`src/design/ped_pkg.sv`:
```
// ----------------------------------------------------------------------------
// Percent escape decoder package
// Shared types, constants and the hex digit decoder.
// ----------------------------------------------------------------------------
package ped_pkg;

   localparam logic [7:0] PCT_CHAR = 8'h25;
   localparam int unsigned MAX_RESULTS = 3;
   localparam int unsigned QUEUE_DEPTH_DEFAULT = 4;

   typedef struct packed {
      logic [7:0] in_byte;
      logic       in_last;
   } req_type;

   typedef struct packed {
      logic [7:0] out_byte;
      logic       run_last;
      logic       string_last;
   } rsp_type;

   // The results of one input transaction, oldest in slot 0.
   typedef struct packed {
      logic [MAX_RESULTS-1:0][7:0] bytes;
      logic [1:0]                  count;
      logic                        last;
   } group_type;

   typedef struct packed {
      logic empty;
      logic full;
   } queue_status_type;

   typedef struct packed {
      logic       valid;
      logic [3:0] value;
   } hex_type;

   function automatic hex_type hex_decode(input logic [7:0] c);
      hex_type h;
      h.valid = 1'b1;
      h.value = 4'd0;
      if (c >= 8'h30 && c <= 8'h39) begin
         h.value = c[3:0];
      end else if ((c >= 8'h61 && c <= 8'h66) || (c >= 8'h41 && c <= 8'h46)) begin
         h.value = c[3:0] + 4'd9;
      end else begin
         h.valid = 1'b0;
      end
      return h;
   endfunction

endpackage

```
`src/design/ped_front.sv`:
```
// ----------------------------------------------------------------------------
// Percent escape decoder front end
// Classifies each byte against the escape phase and forms its result group.
// ----------------------------------------------------------------------------
module ped_front (
   input  logic               clock,
   input  logic               reset,
   input  logic               accept,
   input  ped_pkg::req_type   req_data,
   output logic               grp_push,
   output ped_pkg::group_type grp_data
);
   import ped_pkg::*;

   typedef enum logic [1:0] {
      PH_IDLE  = 2'd0,
      PH_PCT   = 2'd1,
      PH_DIGIT = 2'd2
   } phase_type;

   phase_type  phase_ff, phase_in;
   logic [7:0] held_ff, held_in;
   hex_type    cur_hex;
   hex_type    held_hex;
   logic [1:0] n;
   logic [MAX_RESULTS-1:0][7:0] bytes;

   always_comb begin
      cur_hex  = hex_decode(req_data.in_byte);
      held_hex = hex_decode(held_ff);
      phase_in = phase_ff;
      held_in  = held_ff;
      n        = 2'd0;
      bytes    = '0;

      unique case (phase_ff)
         PH_PCT: begin
            if (cur_hex.valid) begin
               held_in  = req_data.in_byte;
               phase_in = PH_DIGIT;
            end else begin
               bytes[n] = PCT_CHAR;
               n = n + 2'd1;
               if (req_data.in_byte != PCT_CHAR) begin
                  bytes[n] = req_data.in_byte;
                  n = n + 2'd1;
                  phase_in = PH_IDLE;
               end
            end
         end
         PH_DIGIT: begin
            held_in = 8'd0;
            if (cur_hex.valid) begin
               bytes[n] = {held_hex.value, cur_hex.value};
               n = n + 2'd1;
               phase_in = PH_IDLE;
            end else begin
               bytes[n] = PCT_CHAR;
               n = n + 2'd1;
               bytes[n] = held_ff;
               n = n + 2'd1;
               if (req_data.in_byte == PCT_CHAR) begin
                  phase_in = PH_PCT;
               end else begin
                  bytes[n] = req_data.in_byte;
                  n = n + 2'd1;
                  phase_in = PH_IDLE;
               end
            end
         end
         default: begin
            // The unused phase code behaves as no escape pending.
            if (req_data.in_byte == PCT_CHAR) begin
               phase_in = PH_PCT;
            end else begin
               bytes[n] = req_data.in_byte;
               n = n + 2'd1;
               phase_in = PH_IDLE;
            end
         end
      endcase

      // At the end of the string any pending escape is flushed verbatim.
      if (req_data.in_last) begin
         if (phase_in == PH_PCT) begin
            bytes[n] = PCT_CHAR;
            n = n + 2'd1;
         end else if (phase_in == PH_DIGIT) begin
            bytes[n] = PCT_CHAR;
            n = n + 2'd1;
            bytes[n] = held_in;
            n = n + 2'd1;
         end
         phase_in = PH_IDLE;
         held_in  = 8'd0;
      end
   end

   assign grp_push       = accept && (n != 2'd0);
   assign grp_data.bytes = bytes;
   assign grp_data.count = n;
   assign grp_data.last  = req_data.in_last;

   always_ff @(posedge clock) begin
      if (reset) begin
         phase_ff <= PH_IDLE;
         held_ff  <= 8'd0;
      end else if (accept) begin
         phase_ff <= phase_in;
         held_ff  <= held_in;
      end
   end

endmodule

```
`src/design/ped_queue.sv`:
```
// ----------------------------------------------------------------------------
// Percent escape decoder group queue
// Short queue of result groups between the front and back ends.
// ----------------------------------------------------------------------------
module ped_queue #(
   parameter int unsigned DEPTH = ped_pkg::QUEUE_DEPTH_DEFAULT
) (
   input  logic                      clock,
   input  logic                      reset,
   input  logic                      push,
   input  ped_pkg::group_type        push_data,
   input  logic                      pop,
   output ped_pkg::group_type        head_data,
   output ped_pkg::queue_status_type status
);
   import ped_pkg::*;

   localparam int unsigned AW = $clog2(DEPTH);
   localparam int unsigned CW = $clog2(DEPTH + 1);

   group_type       mem_ff [DEPTH];
   logic [AW-1:0]   wr_ptr_ff, wr_ptr_in;
   logic [AW-1:0]   rd_ptr_ff, rd_ptr_in;
   logic [CW-1:0]   count_ff, count_in;
   logic            do_push, do_pop;

   assign status.empty = (count_ff == CW'(0));
   assign status.full  = (count_ff == CW'(DEPTH));
   assign do_push      = push && !status.full;
   assign do_pop       = pop && !status.empty;
   assign head_data    = mem_ff[rd_ptr_ff];

   always_comb begin
      wr_ptr_in = wr_ptr_ff;
      rd_ptr_in = rd_ptr_ff;
      count_in  = count_ff;
      if (do_push) begin
         wr_ptr_in = (wr_ptr_ff == AW'(DEPTH - 1)) ? AW'(0) : wr_ptr_ff + AW'(1);
      end
      if (do_pop) begin
         rd_ptr_in = (rd_ptr_ff == AW'(DEPTH - 1)) ? AW'(0) : rd_ptr_ff + AW'(1);
      end
      if (do_push && !do_pop) begin
         count_in = count_ff + CW'(1);
      end else if (do_pop && !do_push) begin
         count_in = count_ff - CW'(1);
      end
   end

   always_ff @(posedge clock) begin
      if (do_push) begin
         mem_ff[wr_ptr_ff] <= push_data;
      end
   end

   always_ff @(posedge clock) begin
      if (reset) begin
         wr_ptr_ff <= '0;
         rd_ptr_ff <= '0;
         count_ff  <= '0;
      end else begin
         wr_ptr_ff <= wr_ptr_in;
         rd_ptr_ff <= rd_ptr_in;
         count_ff  <= count_in;
      end
   end

endmodule

```
`src/design/ped_back.sv`:
```
// ----------------------------------------------------------------------------
// Percent escape decoder back end
// Serialises each queued group into results, one per cycle while rsp_pop is set.
// ----------------------------------------------------------------------------
module ped_back (
   input  logic                      clock,
   input  logic                      reset,
   input  ped_pkg::group_type        head_data,
   input  ped_pkg::queue_status_type q_status,
   output logic                      q_pop,
   output logic                      rsp_empty,
   input  logic                      rsp_pop,
   output ped_pkg::rsp_type          rsp_data
);
   import ped_pkg::*;

   logic [1:0] idx_ff, idx_in;
   logic       take;
   logic       run_end;

   assign rsp_empty = q_status.empty;
   assign take      = rsp_pop && !q_status.empty;
   assign run_end   = (idx_ff == head_data.count - 2'd1);

   assign rsp_data.out_byte    = head_data.bytes[idx_ff];
   assign rsp_data.run_last    = run_end;
   assign rsp_data.string_last = run_end && head_data.last;

   // The group leaves the queue together with its final result.
   assign q_pop  = take && run_end;
   assign idx_in = run_end ? 2'd0 : idx_ff + 2'd1;

   always_ff @(posedge clock) begin
      if (reset) begin
         idx_ff <= 2'd0;
      end else if (take) begin
         idx_ff <= idx_in;
      end
   end

endmodule

```
`src/design/percent_escape_decoder_top.sv`:
```
// Each result group is registered in the queue; rsp_ ports show the queue head.
// Throughput: one input byte per cycle while the group queue is not full;
// results leave at one per cycle while rsp_pop is high, so an input yielding two
// or three bytes holds the output while the queue (QUEUE_DEPTH groups) takes input.
// Reset (synchronous) clears the escape phase, held digit and queue; no sweep.
// ----------------------------------------------------------------------------
// Percent escape decoder top level
// Decodes percent escapes in a byte stream; front end, group queue, back end.
// ----------------------------------------------------------------------------
module percent_escape_decoder_top #(
   parameter int unsigned QUEUE_DEPTH = ped_pkg::QUEUE_DEPTH_DEFAULT
) (
   input  logic             clock,
   input  logic             reset,
   input  logic             req_push,
   output logic             req_full,
   input  ped_pkg::req_type req_data,
   output logic             rsp_empty,
   input  logic             rsp_pop,
   output ped_pkg::rsp_type rsp_data
);
   import ped_pkg::*;

   logic             accept;
   logic             grp_push;
   group_type        grp_data;
   group_type        head_data;
   queue_status_type q_status;
   logic             q_pop;

   assign req_full = q_status.full;
   assign accept   = req_push && !q_status.full;

   ped_front u_front (
      .clock    (clock),
      .reset    (reset),
      .accept   (accept),
      .req_data (req_data),
      .grp_push (grp_push),
      .grp_data (grp_data)
   );

   ped_queue #(
      .DEPTH (QUEUE_DEPTH)
   ) u_queue (
      .clock     (clock),
      .reset     (reset),
      .push      (grp_push),
      .push_data (grp_data),
      .pop       (q_pop),
      .head_data (head_data),
      .status    (q_status)
   );

   ped_back u_back (
      .clock     (clock),
      .reset     (reset),
      .head_data (head_data),
      .q_status  (q_status),
      .q_pop     (q_pop),
      .rsp_empty (rsp_empty),
      .rsp_pop   (rsp_pop),
      .rsp_data  (rsp_data)
   );

`ifndef SYNTH
   hex_type req_hex;
   assign req_hex = hex_decode(req_data.in_byte);

   a_queue_state: assert property (@(posedge clock) disable iff (reset)
      !(q_status.empty && q_status.full))
      else $error("group queue reports empty and full together");

   a_plain_byte_emits: assert property (@(posedge clock) disable iff (reset)
      (accept && !req_hex.valid && req_data.in_byte != PCT_CHAR) |-> grp_push)
      else $error("a plain byte produced no result group");

   a_last_flushes: assert property (@(posedge clock) disable iff (reset)
      (accept && req_data.in_last) |-> grp_push)
      else $error("end of string produced no result group");

   a_string_last_ends_run: assert property (@(posedge clock) disable iff (reset)
      (!rsp_empty && rsp_data.string_last) |-> rsp_data.run_last)
      else $error("string end flagged on a result that does not end its run");
`endif

endmodule

```
`config.mk`:
```
export PLATFORM = sky130hd
export DESIGN_NAME = percent_escape_decoder_top
export DESIGN_NICKNAME = d
export VERILOG_FILES = /design/src/design/ped_pkg.sv /design/src/design/ped_front.sv /design/src/design/ped_queue.sv /design/src/design/ped_back.sv /design/src/design/percent_escape_decoder_top.sv
export SDC_FILE = /design/constraint.sdc
export NUM_CORES = 1
export LEC_CHECK = 0
export ABC_AREA = 0
export ABC_CLOCK_PERIOD_IN_PS = 6300
export BUFFER_PORTS_ARGS = -buffer_cell sky130_fd_sc_hd__buf_2
export CORE_MARGIN = 8
export CORE_UTILIZATION = 50
export DETAILED_ROUTE_END_ITERATION = 7
export GPL_ROUTABILITY_DRIVEN = 0
export GPL_TIMING_DRIVEN = 0
export PLACE_DENSITY = 0.67
export SLEW_MARGIN = 20
export SYNTH_ARGS = -nofsm -noshare
export SYNTH_HDL_FRONTEND = slang
export SYNTH_HIERARCHICAL = 1
export SYNTH_SLANG_ARGS = --single-unit
```
`constraint.sdc`:
```
create_clock -name clock -period 6.3 [get_ports clock]
set_input_delay 0.63 -clock clock [delete_from_list [all_inputs] [get_ports clock]]
set_output_delay 0.63 -clock clock [all_outputs]
set_load 0.005 [all_outputs]
```
==> impl_results.md <==
* Core ar. at 12,570 µm²
* Die area at 16,740 µm²
* Top delay family on crit path: simple AND/OR/NAND/NOR gates
* Post-cts resize count at 0
* Worst Path Required at 6630 ps
* Fmax achieved at 0.2004 GHz
* Layout area overhead at 16.06%
* Initial Utilization at 0.5115
* Compound-gate portion of the synthesized area at 0.1318
* Buffer and inverter count on the worst path at 6
* Xor/xnor share of the synthesized area at 0.009537
* Maximum vdd ir drop at 0.1410 mV
* Post-Syn Area at 6429 µm²
* CP Capture Type: register
* Max Cap Viol at 0
* Final hold slack at 484.0 ps
* Sequential-to-total area share from yosys stat at 0.5699
* Clock Sinks at 129
* Number of global-route vias before repair at 4,195
* CP Data Arrival Time at 5320 ps
* Pwr dens at 342.6 nW/µm²
* Synth cell types at 76
* Status: completed
* Final setup skew at 11.45 ps
* Synth Area in Simple Gates at 0.09264
* CTS tree: done
* Synth warn at 6
* Hold_sp: reset
* Io pins at 25
* Worst-path clk slew at 60 ps
* First-pass GRT wire length at 22,900 µm
* Adder-Cell Fraction of Synth Area at 0.04204
* Initial antenna violation count at 0
* Crit path launch type: input pin
* Finished Core Util at 0.5936
* Crit-path max FO at 8
* CTS Buffer Depth at 2
* R2R cell count at 21
* Worst rel slew slack at 0.5656
* Post-synth EDFFs at 108
* Die Y at 129.4 µm
* Async S/R FF share, synth at 0
* Met2 WL at 7115 µm
* Unrepaired setup endpoints after global routing: false
* Fin area at 7461 µm²
* Worst skew pair latency at 410 ps
* Core Rows at 41
* Post-Syn Instances at 460
* Initial drt markers at 464
* WL/cell at 21.19 µm
* Slowest cell on crit path: nor3_4
* Worst reg2reg setup slack at 1520 ps
* Highest metal used: met4
* Layout cell share with drive strength beyond 1 at 0.2462
* Residual DRC at 0
* Vias per inst at 6.172
* GR Util All Layers at 0.1831
* Max-slew violation count at 0
* Routed Antenna Nets at 0
* CTS Hold Bufs at 0
* Net Count, Synth at 494
* Slowest cell delay on critical path at 430 ps
* Number of port buffers at 24
* Via count at 4,271
* Layout net count at 541
* Detailed Route WL at 14,660 µm
* #FFs+latches synth at 129
* GR Overflow Total at 0
* Final hold vios at 0
* Syn_area_per_cell at 13.98 µm²
* Synth Flop Type: edfxtp_1
* Root Buffer: clkbuf_16
* Pre-Repair DR Iteration Count at 5
* Multiplexer share of the synthesized area at 0.1148
* TritonCTS buffer count at 17
* Leakage power figure at 2.546 nW
* Worst Tran Pin Value at 650.3 ps
* Hold Crit Class: in2reg
* Wl on met1 at 6347 µm
* Worst path cell trace: buf_2 > inv_1 > ha_1 > or3b_1 > and3_1 > buf_2 > nor3_4 > o21ai_1 > inv_1 > ha_1 > nor2_1 > or3_1 > a21oi_1 > o31a_1 > bufinv_8 > nor2_2 > ha_1 > inv_1 > fa_1 > xor2_1 > or3_1 > a21oi_1
* WHS Path Cells at 2
* Hpwl dp at 9830 µm
* Fin crit share at 0.7921
* Fin crit period at 4990 ps
* Power Total at 2.556 mW
* Critical path class: in2reg
* Largest net degree at the start of global routing at 28
* # setup viols final at 0
* Routed wl met3 at 882 µm
* Inserted Diodes at 0
* Placed cell area at 6849 µm²
* Setup TNS at 0 ps
* Capture point of the worst reg-to-reg path: u_queue/count_ff[2]
* Post-CTS setup buffers at 0
* Htree depth at 4
* Largest family of logic cells by synthesized area: compound AO/OA/AOI/OAI gates
* Hold EP: u_back/idx_ff[0]
* Die W at 129.4 µm
* RR Startpoint: u_front/phase_ff[0]
state kept, by name, summed over array words and instances (netlist names), named ones only:
signal	flops
u_queue/rd_ptr_ff	2
u_queue/wr_ptr_ff	2
u_front/held_ff	8
u_front/phase_ff	2
u_queue/mem_ff	108
u_back/idx_ff	2
u_queue/count_ff	3
layout make-up:
cell class / count / area, µm²
clock inverters: 15 / 186.4
multi-input cells: 283 / 2517
inverters: 23 / 105.1
plain buffers: 25 / 147.6
repair buffers: 28 / 200.2
clock buffers: 17 / 425.4
well taps: 172 / 215.2
fillers: 988 / 5107
flip-flops and latches: 129 / 3664
metrics by stage:
| step | std cells | worst slack, ps |
|---|---|---|
| 3_5_place_dp | 660 | 971.8 |
| 3_3_place_gp | 656 | 1063 |
| 2_1_floorplan | 460 | 1750 |
| 4_1_cts | 692 | 1401 |
| 6_report | 692 | 1310 |
| 5_1_grt | 692 | 1002 |
cell usage after synthesis (3+ instances only):
library cell / count / area [µm²]
edfxtp_1: 108 / 3243
mux4_2: 27 / 608.1
nand2_1: 22 / 82.58
a21oi_1: 21 / 105.1
dfxtp_1: 21 / 420.4
inv_1: 21 / 78.83
ha_1: 20 / 250.2
o21ai_0: 20 / 100.1
mux2i_1: 13 / 130.1
nor2_1: 12 / 45.04
a22oi_1: 11 / 82.58
clkbuf_1: 10 / 37.54
nand3_1: 9 / 45.04
o22ai_1: 9 / 56.30
and3_1: 7 / 43.79
a311oi_1: 6 / 52.55
buf_2: 6 / 30.03
nand2b_1: 6 / 37.54
o32ai_1: 6 / 52.55
a2bb2oi_1: 5 / 43.79
nand4_1: 5 / 31.28
xnor2_1: 5 / 43.79
a31oi_1: 4 / 25.02
buf_4: 4 / 30.03
buf_6: 4 / 45.04
nor2b_1: 4 / 25.02
or3_1: 4 / 25.02
and4_1: 3 / 26.28
nor3_1: 3 / 15.01
o21ai_1: 3 / 15.01
where the power goes:
part | internal, mW | switching [mW] | leakage, nW
logic | 0.240 | 0.252 | 1.09
clock network | 0.626 | 0.368 | 0.286
registers | 1.03 | 0.0385 | 1.17
how the worst max path moves through the flow:
stage                start                   end  slack (ps)  cells after the start
2_1_floorplan  req_data[2]   u_queue/count_ff[2]        1750                     21
3_3_place_gp   req_data[2]  u_queue/mem_ff[0][7]        1060                     15
3_5_place_dp   req_data[2]   u_queue/count_ff[2]         970                     22
4_1_cts        req_data[2]   u_queue/count_ff[2]        1400                     22
5_1_grt        req_data[2]   u_queue/count_ff[2]        1000                     22
6_report       req_data[2]   u_queue/count_ff[2]        1310                     22
layer usage:
| metal | up-vias | global-route usage |
|---|---|---|
| li1 | 1931 | - |
| met1 | 2119 | 0.2341 |
| met2 | 192 | 0.2972 |
| met3 | 29 | 0.03903 |
| met4 | 0 | 0.07533 |
| met5 | - | 0 |
placed cells by master, fill, tap and decap left out, types with 5 or more instances in the layout:
master     netlist  layout
clkbuf_1        10      10
o32ai_1          6       6
clkinv_4         1       6
a2bb2oi_1        5       5
ha_1            20      20
nand2b_1         6       6
dfxtp_1         21      21
inv_1           21      21
mux2i_1         13      13
nand2_1         22      22
nand4_1          5       5
o21ai_0         20      20
a22oi_1         11      11
nor2_1          12      12
xnor2_1          5       5
buf_2            6      30
mux4_2          27      27
edfxtp_1       108     108
o22ai_1          9       9
nand3_1          9       9
a21oi_1         21      21
a311oi_1         6       6
clkbuf_16        0      17
kinds of logic (layout without fill, tap and decap cells):
family	after synthesis	count (layout)
DFF	129	129
AOI/OAI and AO/OA	117	117
and+or+nand+nor	98	98
buffers and inverters	48	108
muxes	40	40
adders and majority gates	21	21
xor gates and xnor gates	7	7
(Power assumes the default switching activity.)
